[config.mk]
export PLATFORM = sky130hd
export DESIGN_NAME = sd_spi_host_sequencer_top
export DESIGN_NICKNAME = d
export VERILOG_FILES = /design/src/rtl/sdspi_pkg.sv /design/src/rtl/sdspi_step.sv /design/src/rtl/sd_spi_host_sequencer_top.sv
export SDC_FILE = /design/constraint.sdc
export NUM_CORES = 1
export LEC_CHECK = 0
export ABC_CLOCK_PERIOD_IN_PS = 5400
export BUFFER_PORTS_ARGS = -buffer_cell sky130_fd_sc_hd__buf_2
export CAP_MARGIN = 20
export CORE_MARGIN = 2
export CORE_UTILIZATION = 58
export CTS_BUF_LIST = sky130_fd_sc_hd__clkbuf_16
export CTS_CLUSTER_DIAMETER = 150
export CTS_CLUSTER_SIZE = 28
export DETAILED_ROUTE_END_ITERATION = 6
export PLACE_DENSITY_LB_ADDON = 0.1
export SETUP_SLACK_MARGIN = 0.4
export SLEW_MARGIN = 40
export SYNTH_ARGS = -nofsm -noshare
export SYNTH_HDL_FRONTEND = slang
export SYNTH_SLANG_ARGS = --single-unit
export TNS_END_PERCENT = 20
[constraint.sdc]
create_clock -name clk_i -period 5.4 [get_ports clk_i]
set_input_delay 1.08 -clock clk_i [delete_from_list [all_inputs] [get_ports clk_i]]
set_output_delay 1.08 -clock clk_i [all_outputs]
set_load 0.01 [all_outputs]
[src/rtl/sdspi_pkg.sv]
package sdspi_pkg;

  localparam int unsigned BLOCK_BYTES = 512;
  localparam int unsigned IDLE_BYTES  = 10;

  localparam int unsigned CountW   = 10;
  localparam int unsigned RetryW   = 10;
  localparam int unsigned AddrW    = 24;
  localparam int unsigned SectorW  = 15;
  localparam int unsigned RetryLimW = 9;
  localparam int unsigned TokenLimW = 10;
  localparam int unsigned CfgW     = 10;

  localparam logic [7:0] TOKEN_START = 8'hFE;
  localparam logic [7:0] R1_IDLE     = 8'h01;
  localparam logic [7:0] R1_READY    = 8'h00;
  localparam logic [7:0] IDLE_BYTE   = 8'hFF;

  typedef enum logic [1:0] {
    OP_INIT = 2'd0,
    OP_READ = 2'd1,
    OP_BYTE = 2'd2
  } opcode_e;

  typedef enum logic [0:0] {
    CFG_RETRY_LIMIT = 1'b0,
    CFG_TOKEN_LIMIT = 1'b1
  } cfg_idx_e;

  typedef enum logic [2:0] {
    ST_BUSY      = 3'd0,
    ST_OK        = 3'd1,
    ST_INIT_TO   = 3'd2,
    ST_READ_TO   = 3'd3,
    ST_NOT_READY = 3'd4
  } status_e;

  typedef enum logic [3:0] {
    PH_OK        = 4'd0,
    PH_INIT_TO   = 4'd1,
    PH_READ_TO   = 4'd2,
    PH_NOT_READY = 4'd3,
    PH_WAKE      = 4'd4,
    PH_CMD0      = 4'd5,
    PH_CMD8      = 4'd6,
    PH_CMD55     = 4'd7,
    PH_ACMD41    = 4'd8,
    PH_CMD17     = 4'd9,
    PH_TOKEN     = 4'd10,
    PH_DATA      = 4'd11,
    PH_CRC       = 4'd12
  } phase_e;

  typedef struct packed {
    phase_e              phase;
    logic [CountW-1:0]   byte_count;
    logic [RetryW-1:0]   retry_count;
    logic [AddrW-1:0]    byte_addr;
  } seq_state_t;

  typedef struct packed {
    logic [7:0] mosi_byte;
    logic       select_low;
    logic       data_valid;
    logic [7:0] data_byte;
    logic       data_last;
    status_e    status;
  } result_t;

  function automatic logic [3:0] frame_len(phase_e ph);
    case (ph)
      PH_CMD0:   frame_len = 4'd9;
      PH_CMD8:   frame_len = 4'd13;
      PH_CMD55:  frame_len = 4'd10;
      PH_ACMD41: frame_len = 4'd9;
      default:   frame_len = 4'd8;
    endcase
  endfunction

  function automatic logic [7:0] frame_byte(phase_e ph, logic [3:0] k,
                                            logic [AddrW-1:0] addr);
    logic [7:0] b;
    b = IDLE_BYTE;
    case (ph)
      PH_CMD0: begin
        case (k)
          4'd1:    b = 8'h40;
          4'd2, 4'd3, 4'd4, 4'd5: b = 8'h00;
          4'd6:    b = 8'h95;
          default: b = IDLE_BYTE;
        endcase
      end
      PH_CMD8: begin
        case (k)
          4'd1:    b = 8'h48;
          4'd2, 4'd3: b = 8'h00;
          4'd4:    b = 8'h01;
          4'd5:    b = 8'hAA;
          4'd6:    b = 8'h87;
          default: b = IDLE_BYTE;
        endcase
      end
      PH_CMD55: begin
        case (k)
          4'd1:    b = 8'h77;
          4'd2, 4'd3, 4'd4, 4'd5: b = 8'h00;
          default: b = IDLE_BYTE;
        endcase
      end
      PH_ACMD41: begin
        case (k)
          4'd1:    b = 8'h69;
          4'd2:    b = 8'h40;
          4'd3, 4'd4, 4'd5: b = 8'h00;
          default: b = IDLE_BYTE;
        endcase
      end
      default: begin
        case (k)
          4'd1:    b = 8'h51;
          4'd2:    b = 8'h00;
          4'd3:    b = addr[23:16];
          4'd4:    b = addr[15:8];
          4'd5:    b = addr[7:0];
          4'd6:    b = 8'h00;
          default: b = IDLE_BYTE;
        endcase
      end
    endcase
    return b;
  endfunction

  function automatic status_e status_of(phase_e ph);
    case (ph)
      PH_OK:        status_of = ST_OK;
      PH_INIT_TO:   status_of = ST_INIT_TO;
      PH_READ_TO:   status_of = ST_READ_TO;
      PH_NOT_READY: status_of = ST_NOT_READY;
      default:      status_of = ST_BUSY;
    endcase
  endfunction

endpackage

[src/rtl/sdspi_step.sv]
module sdspi_step (
  input  sdspi_pkg::seq_state_t              cur_i,
  input  logic [sdspi_pkg::RetryLimW-1:0]    retry_limit_i,
  input  logic [sdspi_pkg::TokenLimW-1:0]    token_limit_i,
  input  logic [1:0]                         opcode_i,
  input  logic [sdspi_pkg::SectorW-1:0]      sector_i,
  input  logic [7:0]                         miso_byte_i,
  output sdspi_pkg::seq_state_t              nxt_o,
  output sdspi_pkg::result_t                 res_o
);
  import sdspi_pkg::*;

  logic [CountW-1:0] bc_inc;
  logic [RetryW-1:0] retry_inc;

  assign bc_inc    = cur_i.byte_count + CountW'(1);
  assign retry_inc = cur_i.retry_count + RetryW'(1);

  always_comb begin
    nxt_o                = cur_i;
    res_o.mosi_byte      = IDLE_BYTE;
    res_o.select_low     = 1'b1;
    res_o.data_valid     = 1'b0;
    res_o.data_byte      = 8'h00;
    res_o.data_last      = 1'b0;
    case (opcode_i)
      OP_INIT: begin
        nxt_o.phase       = PH_WAKE;
        nxt_o.byte_count  = '0;
        nxt_o.retry_count = '0;
        res_o.select_low  = 1'b0;
      end
      OP_READ: begin
        nxt_o.byte_addr  = {sector_i, 9'd0};
        nxt_o.phase      = PH_CMD17;
        nxt_o.byte_count = '0;
      end
      default: begin
        case (cur_i.phase)
          PH_WAKE: begin
            nxt_o.byte_count = bc_inc;
            if (bc_inc < CountW'(IDLE_BYTES)) begin
              res_o.select_low = 1'b0;
            end else begin
              nxt_o.phase      = PH_CMD0;
              nxt_o.byte_count = '0;
            end
          end
          PH_CMD0, PH_CMD8, PH_CMD55, PH_ACMD41, PH_CMD17: begin
            if (bc_inc < {6'd0, frame_len(cur_i.phase)}) begin
              nxt_o.byte_count = bc_inc;
              res_o.mosi_byte  = frame_byte(cur_i.phase, bc_inc[3:0], cur_i.byte_addr);
            end else begin
              case (cur_i.phase)
                PH_CMD0: begin
                  if (miso_byte_i != R1_IDLE) begin
                    nxt_o.phase      = PH_NOT_READY;
                    res_o.select_low = 1'b0;
                  end else begin
                    nxt_o.phase      = PH_CMD8;
                    nxt_o.byte_count = '0;
                  end
                end
                PH_CMD8: begin
                  nxt_o.phase      = PH_CMD55;
                  nxt_o.byte_count = '0;
                end
                PH_CMD55: begin
                  nxt_o.phase      = PH_ACMD41;
                  nxt_o.byte_count = '0;
                end
                PH_ACMD41: begin
                  nxt_o.retry_count = retry_inc;
                  if (miso_byte_i == R1_READY) begin
                    nxt_o.phase      = PH_OK;
                    res_o.select_low = 1'b0;
                  end else if (retry_inc >= {1'b0, retry_limit_i}) begin
                    nxt_o.phase      = PH_INIT_TO;
                    res_o.select_low = 1'b0;
                  end else begin
                    nxt_o.phase      = PH_CMD55;
                    nxt_o.byte_count = '0;
                  end
                end
                default: begin
                  nxt_o.phase      = PH_TOKEN;
                  nxt_o.byte_count = CountW'(1);
                end
              endcase
            end
          end
          PH_TOKEN: begin
            if (miso_byte_i == TOKEN_START) begin
              nxt_o.phase      = PH_DATA;
              nxt_o.byte_count = '0;
            end else if (cur_i.byte_count >= token_limit_i) begin
              nxt_o.phase      = PH_READ_TO;
              res_o.select_low = 1'b0;
            end else begin
              nxt_o.byte_count = bc_inc;
            end
          end
          PH_DATA: begin
            res_o.data_valid = 1'b1;
            res_o.data_byte  = miso_byte_i;
            nxt_o.byte_count = bc_inc;
            if (bc_inc >= CountW'(BLOCK_BYTES)) begin
              res_o.data_last  = 1'b1;
              nxt_o.phase      = PH_CRC;
              nxt_o.byte_count = '0;
            end
          end
          PH_CRC: begin
            nxt_o.byte_count = bc_inc;
            if (bc_inc >= CountW'(2)) begin
              nxt_o.phase      = PH_OK;
              res_o.select_low = 1'b0;
            end
          end
          default: begin
            res_o.select_low = 1'b0;
          end
        endcase
      end
    endcase
    res_o.status = status_of(nxt_o.phase);
  end

endmodule

[src/rtl/sd_spi_host_sequencer_top.sv]
// SD card SPI-mode host sequencer. Each input item is one byte exchange with
// the card (or a start-init / start-read command) and yields exactly one
// result item: the next byte to send, the chip-select level, any sector data
// byte and a status. One item is taken every clock cycle while s_axis_tready is
// high; each result is registered in an output register backed by a one-item
// skid register, so the input only stalls when both are full.
// Write the configuration only while no item is in flight.
module sd_spi_host_sequencer_top (
  input  logic        clk_i,
  input  logic        rst_ni,
  input  logic        cfg_we_i,
  input  logic [0:0]  cfg_idx_i,
  input  logic [sdspi_pkg::CfgW-1:0] cfg_data_i,
  input  logic        s_axis_tvalid,
  output logic        s_axis_tready,
  input  logic [23:0] s_axis_tdata,   // sector[14:0], miso_byte[22:15], zero
  input  logic [1:0]  s_axis_tuser,   // opcode[1:0]
  output logic        m_axis_tvalid,
  input  logic        m_axis_tready,
  output logic [23:0] m_axis_tdata,   // mosi_byte[7:0], select_low[8],
                                      // data_byte[16:9], status[19:17], zero
  output logic        m_axis_tlast,   // data_last
  output logic        m_axis_tuser    // data_valid
);
  import sdspi_pkg::*;

  logic [RetryLimW-1:0] retry_limit_q;
  logic [TokenLimW-1:0] token_limit_q;
  seq_state_t           state_q, state_d;
  result_t              res_d, out_q, skid_q;
  logic                 out_valid_q, skid_valid_q;
  logic                 accept, out_free;

  assign s_axis_tready = ~skid_valid_q;
  assign accept        = s_axis_tvalid & s_axis_tready;
  assign out_free      = ~out_valid_q | m_axis_tready;

  sdspi_step u_step (
    .cur_i         (state_q),
    .retry_limit_i (retry_limit_q),
    .token_limit_i (token_limit_q),
    .opcode_i      (s_axis_tuser),
    .sector_i      (s_axis_tdata[14:0]),
    .miso_byte_i   (s_axis_tdata[22:15]),
    .nxt_o         (state_d),
    .res_o         (res_d)
  );

  always_ff @(posedge clk_i or negedge rst_ni) begin
    if (!rst_ni) begin
      retry_limit_q <= RetryLimW'(100);
      token_limit_q <= TokenLimW'(300);
    end else if (cfg_we_i) begin
      case (cfg_idx_i)
        CFG_RETRY_LIMIT: retry_limit_q <= cfg_data_i[RetryLimW-1:0];
        CFG_TOKEN_LIMIT: token_limit_q <= cfg_data_i[TokenLimW-1:0];
        default: ;
      endcase
    end
  end

  always_ff @(posedge clk_i or negedge rst_ni) begin
    if (!rst_ni) begin
      state_q.phase       <= PH_OK;
      state_q.byte_count  <= '0;
      state_q.retry_count <= '0;
      state_q.byte_addr   <= '0;
    end else if (accept) begin
      state_q <= state_d;
    end
  end

  always_ff @(posedge clk_i or negedge rst_ni) begin
    if (!rst_ni) begin
      out_valid_q  <= 1'b0;
      skid_valid_q <= 1'b0;
    end else if (out_free) begin
      out_valid_q  <= skid_valid_q | accept;
      skid_valid_q <= 1'b0;
    end else if (accept) begin
      skid_valid_q <= 1'b1;
    end
  end

  always_ff @(posedge clk_i) begin
    if (out_free) begin
      out_q <= skid_valid_q ? skid_q : res_d;
    end
    if (!out_free && accept) begin
      skid_q <= res_d;
    end
  end

  assign m_axis_tvalid = out_valid_q;
  assign m_axis_tdata  = {4'd0, out_q.status, out_q.data_byte, out_q.select_low,
                          out_q.mosi_byte};
  assign m_axis_tlast  = out_q.data_last;
  assign m_axis_tuser  = out_q.data_valid;

endmodule

## Yosys cells after proc, flatten, opt, wreduce, memory -nomap -nowiden

Index checks and enable logic that the tools add are counted.

- Register bits after elaboration: 104
- Bits in latches: 0
- Bits in writable memories: 0
- Bits in read-only memories: 0
- Input bits: 42
- Logic and storage cells: 133
- Memories kept: 0

- Add/subtract/negate cells: 2
- Multipliers: 0
- Div/mod/pow operators: 0
- Order comparisons: 6
- Equal/unequal tests: 26
- Shifts and indexed selects: 0
- Multiplexer cells: 51
- Bitwise logic cells: 7
- Reduce and logical (&&, ||, !) cells: 21

Operators by type and width:

| cell | number |
|---|---|
| 10-bit 2-to-1 mux | 10 |
| 14-bit case mux with 5 select lines | 1 |
| 8-bit case mux with 4 select lines | 2 |
| 14-bit case mux with 4 select lines | 1 |
| 8-bit case mux with 3 select lines | 2 |
| 14-bit 2-to-1 mux | 3 |
| 8-bit case mux with 5 select lines | 1 |
| 4-bit by 3-bit equality test with 1-bit output, second input constant | 7 |
| 14-bit case mux with 2 select lines | 1 |
| 4-bit 2-to-1 mux | 6 |
| 8-bit 2-to-1 mux | 3 |
| 22-bit 2-to-1 mux | 1 |
| 10-bit by 1-bit adder with 10-bit output, second input constant | 2 |
| 4-bit equality test, second input constant | 5 |
| 10-bit case mux with 2 select lines | 1 |
| 6-bit by 5-bit inequality test with 1-bit output, second input constant | 3 |
| 4-bit by 2-bit equality test with 1-bit output, second input constant | 4 |
| 8-bit case mux with 2 select lines | 1 |
| 3-bit case mux with 4 select lines | 1 |
| 1-bit 2-to-1 mux | 11 |
| 10-bit greater-or-equal comparator | 1 |
| 10-bit greater-or-equal comparator, second input constant | 1 |
| 10-bit by 2-bit greater-or-equal comparator with 1-bit output, second input constant | 1 |
| 10-bit by 9-bit greater-or-equal comparator with 1-bit output | 1 |
| other kinds (29) | 43 |

## Longest topological paths before layout

Gate-level depths: netlist of the first run.

- Word-level depth: 12
- Gate-level depth with buffers: 14
- Depth with buffers taken out: 12

## Hierarchy

A second synthesis of the first run with hierarchy kept.

- Cells, all modules: 658
- Area, all modules: 7078.0 um^2

By module, submodules not included:

| module | instances | cells each | area an instance (um^2) | sequential area each (um^2) |
|---|---|---|---|---|
| sd_spi_host_sequencer_top | 1 | 225 | 4257.8 | 3056.7 |
| sdspi_step | 1 | 433 | 2820.2 | 0.0 |

## Least setup slack after synthesis of the first run

Ideal clock, no wire load.

- Path type: register -> register
- Start: reg state_q[34] (netlist bit)
- End: reg out_q (netlist bit m_axis_tdata[3]) (data pin)
- Library setup time: 0.260 ns
- Data arrival time: 3.123 ns
- Data required time: 5.140 ns
- Path slack: 2.017 ns
- Stages on the path, launching flop included: 13
- Path buffers: 1
- Path through: dfrtp_1 > ha_1 > xnor2_1 > inv_1 > ha_1 > nand2_1 > nor4_1 > o31ai_2 > and2_1 > buf_6 > nand3_4 > or4_4 > mux2_4

RTL lines:

| item | RTL line | text |
|---|---|---|
| start, declared | sd_spi_host_sequencer_top.sv:29 | `seq_state_t state_q, state_d;` |
| start signal, assigned | sd_spi_host_sequencer_top.sv:69 | `state_q <= state_d;` |
| end signal, assigned | sd_spi_host_sequencer_top.sv:87 | `out_q <= skid_valid_q ? skid_q : res_d;` |
| end, declared | sd_spi_host_sequencer_top.sv:30 | `result_t res_d, out_q, skid_q;` |

## Worst setup path in the final report of the first run

- Start: reg state_q[46] (netlist bit)
- End: reg out_q (netlist bit m_axis_tdata[17]) (data pin)

- Word-level cells in the longest chain between the ends: 12

RTL lines:

| item | RTL line | text |
|---|---|---|
| 4-bit by 3-bit equality test with 1-bit output / 4-bit equality test (equally long branches) | sdspi_pkg.sv:71, sdspi_step.sv:39, sdspi_step.sv:54 |  |
| 2-bit OR reduction (no line) | -- |  |
| 3-bit case mux with 3 select lines | sdspi_pkg.sv:71 | `case (ph)` |
| 4-bit 2-to-1 mux | sdspi_step.sv:39 | `case (cur_i.phase)` |
| 4-bit 2-to-1 mux | sdspi_step.sv:26 | `case (opcode_i)` |
| 10-bit by 4-bit less-than comparator with 1-bit output | sdspi_step.sv:50 | `if (bc_inc < {6'd0, frame_len(cur_i.phase)}) begin` |
| 4-bit 2-to-1 mux | sdspi_step.sv:50 |  |
| 14-bit case mux with 5 select lines * | sdspi_step.sv:39 |  |
| 14-bit case mux with 2 select lines * | sdspi_step.sv:26 |  |
| 4-bit by 2-bit equality test with 1-bit output, or another cell as far along | sdspi_pkg.sv:134 | `case (ph)` |
| 3-bit case mux with 4 select lines * | sdspi_pkg.sv:134 |  |
| 22-bit 2-to-1 mux * | sd_spi_host_sequencer_top.sv:87 |  |

Mark *: on every way between the ends. The rest lies on a longest branch, timed or not. The select of a mux whose other input is x is not followed.
A chain may end at the register's enable or synchronous reset.

==> results of run 1 <==
==> worst max-delay path, cell delays in order (launching register included) <==
cell and delay [ns]:
dfrtp_1 0.74, nor2b_1 0.46, nand3_1 0.17, ha_1 0.34, nor2b_1 0.13, o21a_1 0.19
o31ai_2 0.50, and2_1 0.47, o31ai_1 0.13, a311oi_1 0.38, nand2_1 0.23, o31ai_1 0.29
==> layer usage <==
metal,vias up,wire length [µm]
met4,0,216
met1,2323,6511
li1,2309,-
met5,-,0
met2,161,6741
met3,17,738
==> cells in the final DEF, fill, tap and decap left out, drive strengths merged, types with 5 or more instances in the layout <==
| cell type | count |
|---|---|
| nor3 | 11 |
| xor2 | 5 |
| o2111ai | 5 |
| and3 | 21 |
| mux2 | 44 |
| xnor2 | 8 |
| edfxtp | 44 |
| nand2 | 64 |
| nor2b | 9 |
| nand4 | 7 |
| a21oi | 23 |
| o21ai | 62 |
| clkbuf | 9 |
| ha | 27 |
| dfrtp | 53 |
| buf | 68 |
| nand2b | 11 |
| clkinv | 5 |
| dfstp | 7 |
| nor2 | 31 |
| inv | 28 |
| o31ai | 13 |
| nand3 | 14 |
==> how the worst max path moves through the flow <==
stage / from / to
CTS: state_q[46] / m_axis_tdata[17]
finish: state_q[46] / m_axis_tdata[17]
global route: state_q[46] / m_axis_tdata[17]
detailed placement: state_q[46] / m_axis_tdata[17]
floorplan: state_q[34] / m_axis_tdata[3]
global placement: state_q[46] / m_axis_tdata[3]
==> final cells by class <==
type	count	area, µm²
Clock inverter	7	86.33
Tap cell	136	170.2
Timing Repair Buffer	68	354.1
Sequential cell	104	2831
Multi-Input combinational cell	440	3043
Inverter	28	105.1
Fill cell	856	3462
Clock buffer	9	225.2
==> kinds of logic after synthesis <==
kind of cell             share of synthesized area
AND/OR/NAND/NOR                             0.1653
AO/OA/AOI/OAI                               0.1719
flip-flops                                  0.4625
buffers and inverters                      0.04435
multiplexers                               0.08154
adder cells (fa/ha/maj)                    0.05518
XOR/XNOR                                   0.01860
other                                    0.0006125
==> power by group through the flow <==
stage,combinational (W),clock [W],sequential (W)
global route,0.000533,0.000723,0.00101
global placement,0.000453,0,0.00101
finish,0.000476,0.000681,0.00100
floorplan,0.000341,0,0.000991
CTS,0.000472,0.000695,0.000998
detailed placement,0.000469,0,0.00101
==> registers in the layout, indices dropped and copies added (netlist names) <==
signal	count
m_axis_tlast	1
skid_q	22
m_axis_tuser	1
m_axis_tdata	20
m_axis_tvalid	1
skid_valid_q	1
retry_limit_q	9
token_limit_q	10
state_q	39
==> stage by stage <==
stage	utilization	setup slack (ns)	cell area (µm²)	instances
final	0.6631	1.179	6815	792
after global routing	0.6631	0.8615	6815	792
after CTS	0.6625	1.293	6809	792
after detailed placement	0.6322	1.319	6497	776
after global placement	0.6315	1.398	6490	776
after floorplan	-	2.017	6133	605
==> reports/metrics.yaml, run 1 <==
synth:
  synth.cells.most_frequent: "nand2_1 (64), o21ai_0 (61), dfrtp_1 (53)"
  ys_ff_latch: 104
  synth_largest_area_cell: "dfrtp_1"
  synth-edff-count: 44
  yosys.area.top_type_share: 0.2166
  ys_warn_count: 0
  syn-cell-area_um2: 6122
  ys_async_sr_fraction: 0.5769
  yosys.cell_count.top_type: "nand2_1"
  syn_area_per_cell_um2: 10.17
  synth_ff_type: "dfrtp_1"
  synth_cell_type_count: 70
  synthTopCellsByArea: "dfrtp_1 (22%), edfxtp_1 (22%), mux2_2 (7.9%)"
  ys_seq_area_frac: 0.4625
  synthCells: 602
floorplan:
  die_area_um2: 11390
  die-height_um: 106.7
  row_count: 37
  io_pins: 70
  core_area_um2: 10280
  die_width_um: 106.7
  start_util: 0.5957
sta:
  fmax_mhz: 236.9
  skew_ns: 0.003774
  hold_violations: 0
  hold-worst-slack_ns: 0.5014
  post-route-period-util: 0.7817
  slew_violations: 0
  slew_headroom: 0.4877
  fin_crit_ns: 4.221
  worst_pin_slew_ns: 0.7656
  rsz0062_at_grt: "no"
  setup_viol: 0
  finalSetupTns_ns: 0
routing:
  wl_um: 14210
  drc: 0
  vias: 4810
  drt_pre_antenna_iters: 6
  avgRoutedWirePerCell_um: 17.94
  via_per_inst: 6.073
  drt_iter0_markers: 379
  ant_nets: 0
clock_network:
  postCtsSetupRepairBufs: 0
  clock_path_buffers: 2
  cts_hold_buf: 0
  cts-htree-levels: 3
  clk_pin_slew_ns: 0.07
  cts_buffers: 9
  cts_sinks: 104
  cts_root_buf: "clkbuf_16"
  clkLatencyLatePin_ns: 0.35
  cts_tree: "yes"
  cts_resized: 0
place:
  place_congestion: 0.9189
  port_buffers: 64
  hpwl_um: 10160
critical_path:
  cp-end-kind: "register"
  crit_type: "register to register"
  reg2reg_from: "state_q[46]"
  cp.arrival_ns: 4.39
  r2r_end: "m_axis_tdata[17]"
  crit_required_ns: 5.57
  path_max_fanout: 18
  worstRegToRegCells: 11
  rrSetupSlack_ns: 1.18
  worstSetupStartpointType: "register"
min_path:
  min_to: "state_q[33]"
  hp-class: "register to register"
  hold_start: "state_q[33]"
  hold_path_depth: 2
grt:
  grt_util_all_layers: 0.2616
  grt_max_degree: 61
  met2_usage: 0.4158
  antenna_found_initial: 0
  grt-ovfl-total: 0
  grt_pass1_wl_um: 23200
  grtUsageMet3: 0.04863
  grtUsageMet1: 0.3623
  grt.busiest_layer: "met2"
  grt_pass1_vias: 4596
power:
  p_clk_frac: 0.316
  ir_drop_uv: 265.4
  swShare: 0.2927
  power_switching_w: 0.0006311
  power_frac_seq: 0.464
  p_leak_nw: 2.819
  power_per_cell_area_nw_per_um2: 316.4
  power.internal_w: 0.001525
  p_comb_frac: 0.221
  finalPower_w: 0.002157
cells_and_area:
  drive_gt1_frac: 0.2393
  area_delta_synth_final_pct: 11.32
  antenna_cells: 0
  nets: 720
status:
  status: "complete, no violations"
job:
  maxCapViolCount: 0
Power figures use the tool's default switching activity.
==> inputs of run 2 (changes only) <==
--- a/config.mk
+++ b/config.mk
@@ -5,7 +5,7 @@
 export SDC_FILE = /design/constraint.sdc
 export NUM_CORES = 1
 export LEC_CHECK = 0
-export ABC_CLOCK_PERIOD_IN_PS = 5400
+export ABC_CLOCK_PERIOD_IN_PS = 4059
 export BUFFER_PORTS_ARGS = -buffer_cell sky130_fd_sc_hd__buf_2
 export CAP_MARGIN = 20
 export CORE_MARGIN = 2
==> constraint.sdc (replaced) <==
create_clock -name clk_i -period 4.06 [get_ports clk_i]
set_input_delay 0.812 -clock clk_i [delete_from_list [all_inputs] [get_ports clk_i]]
set_output_delay 0.812 -clock clk_i [all_outputs]
set_load 0.01 [all_outputs]
==> run 2 against run 1 <==
Against the previous run: non-clock buffer count is 12 higher; cell area is 1.0% higher; hold slack worse by 0.070 ns; register-to-register slack worse by 0.63 ns; combinational power is 46% higher; via count is 1.8% higher; global-route usage is 0.96 points higher; setup slack worse by 0.63 ns; final cell count is 1.5% higher; first-iteration DRC count is 23% lower; die area stayed put; sequential power is 29% higher.
==> reports/metrics.yaml, run 2 (synthesis results as in run 1) <==
clock_network:
  cts_sinks: 104  # unchanged
  clkLatencyLatePin_ns: 0.36  # about the same
  clk_pin_slew_ns: 0.07  # about the same
  cts_buffers: 9  # unchanged
  cts-htree-levels: 3  # unchanged
  cts_root_buf: "clkbuf_16"
  cts_tree: "yes"
  clock_path_buffers: 2  # unchanged
sta:
  finalSetupTns_ns: 0  # unchanged
  hold_violations: 0  # unchanged
  post-route-period-util: 0.8641  # +0.08238
  slew_headroom: 0.4786  # -0.009080
  fin_crit_ns: 3.508  # -0.7130 ns
  fmax_mhz: 285.0  # +20%
  setup_slack_ns: 0.5517  # -0.6270 ns
  worst_pin_slew_ns: 0.7792  # +0.01357 ns
  hold-worst-slack_ns: 0.4314  # -0.06999 ns
  skew_ns: 0.007952  # +0.004178 ns
  setup_viol: 0  # unchanged
  slew_violations: 0  # unchanged
  rsz0062_at_grt: "yes"
power:
  power_per_cell_area_nw_per_um2: 406.0  # +28%
  p_leak_nw: 2.855  # +1.3%
  ir_drop_uv: 330.4  # +24%
critical_path:
  cp.arrival_ns: 3.73  # -0.66 ns
  path_max_fanout: 14  # -4
  critPathLaunch: "state_q[24]"
  cp-end-kind: "register"
  worstSetupStartpointType: "register"
  reg2reg_from: "state_q[24]"
  crit_required_ns: 4.29  # -1.28 ns
  crit_type: "register to register"
place:
  post-place-ws_ns: 0.4060  # -0.9126 ns
  hpwl_um: 10580  # +4.0%
  place_congestion: 0.9260  # +0.77%
  port_buffers: 64  # unchanged
  place_inst: 786  # +1.3%
floorplan:
  start_util: 0.5957  # unchanged
  die_area_um2: 11390  # unchanged
  die-height_um: 106.7  # unchanged
  core_area_um2: 10280  # unchanged
  row_count: 37  # unchanged
  die_width_um: 106.7  # unchanged
  io_pins: 70  # unchanged
grt:
  grt-ovfl-total: 0  # unchanged
  grt_util_all_layers: 0.2712  # +0.009615
  antenna_found_initial: 0  # unchanged
  grt_max_degree: 41  # -33%
  grt_pass1_vias: 4917  # +7.0%
  grt_pass1_wl_um: 24090  # +3.8%
status:
  status: "complete, no violations"
cells_and_area:
  nets: 732  # +1.7%
  final_cell_mix: "nand2_1 (64), buf_2 (63), o21ai_0 (60)"
  regMostFlops: "state_q"
  layout.core_utilization: 0.6698  # +0.006696
  area_delta_synth_final_pct: 12.45
  drive_gt1_frac: 0.2590  # +0.01965
  antenna_cells: 0  # unchanged
  final_common_cell: "nand2_1"
  largest_register_ffs: 39  # unchanged
  fin_cells: 804  # +1.5%
routing:
  drt_pre_antenna_iters: 5  # -1
  wl_um: 14570  # +2.5%
  drt_iter0_markers: 290  # -23%
  drc: 0  # unchanged
  vias: 4896  # +1.8%
  via_per_inst: 6.090  # +0.27%
  avgRoutedWirePerCell_um: 18.12  # +1.0%
  ant_nets: 0  # unchanged
job:
  maxCapViolCount: 0  # unchanged
min_path:
  hp-class: "input pin to asynchronous set/reset pin"
-- run 2: repair_timing --
item	in CTS	in global routing
buffers inserted	0	2
setup endpoints to repair	1	14
pin swaps	0	1
gates resized for setup	1	4
hold buffers	0	0
cloned	0	0
-- run 2: layout make-up --
class,instances,area [µm²]
flip-flops and latches,104,2831
fillers,865,3393
repair buffers,80,442.9
inverters,28,105.1
clock buffers,9,225.2
well taps,136,170.2
clock inverters,7,47.55
multi-input cells,440,3062
-- run 2: metal layers --
| layer | vias up | part of all wire | GRT usage |
|---|---|---|---|
| met5 | - | 0 | 0 |
| li1 | 2336 | - | - |
| met2 | 146 | 0.48 | 0.4331 |
| met3 | 20 | 0.055 | 0.06261 |
| met1 | 2394 | 0.45 | 0.3678 |
| met4 | 0 | 0.016 | 0.08905 |
-- run 2: per-stage QoR --
stage / total power (W) / cell area [µm²]
final: 0.002795 / 6884
after global routing: 0.002948 / 6884
after CTS: 0.002809 / 6853
after detailed placement: 0.001997 / 6573
after global placement: 0.001962 / 6565
after floorplan: 0.001772 / 6133
-- run 2: worst paths after layout --
kind                               endpoint  slack, ns  depth (start not counted)
max                             state_q[38]       0.55                         12
min                        token_limit_q[0]       0.43                          1
max reg2reg                     state_q[38]       0.55                         12
min reg2reg                     state_q[33]       0.50                          2
max in group asynchronous       state_q[10]       2.94                          2
min in group clk_i              state_q[33]       0.50                          2
-- run 2: power by group --
group          internal (W)  total (W)  leakage (nW)  switching [W]
combinational      0.000282   0.000694          1.58       0.000412
sequential          0.00123    0.00129          1.15      0.0000642
clock              0.000414   0.000807         0.122       0.000393
-- run 2: worst max-delay path, cell delays in order (launching register included) --
cell and delay [ns]:
dfrtp_1 0.45, ha_1 0.24, and3_1 0.25, nand3_1 0.11
xnor2_1 0.22, ha_1 0.29, nor2b_1 0.15, a2111oi_2 0.40
a32oi_1 0.23, a221o_1 0.36, a21o_1 0.33, o21ai_0 0.23
o31ai_1 0.11
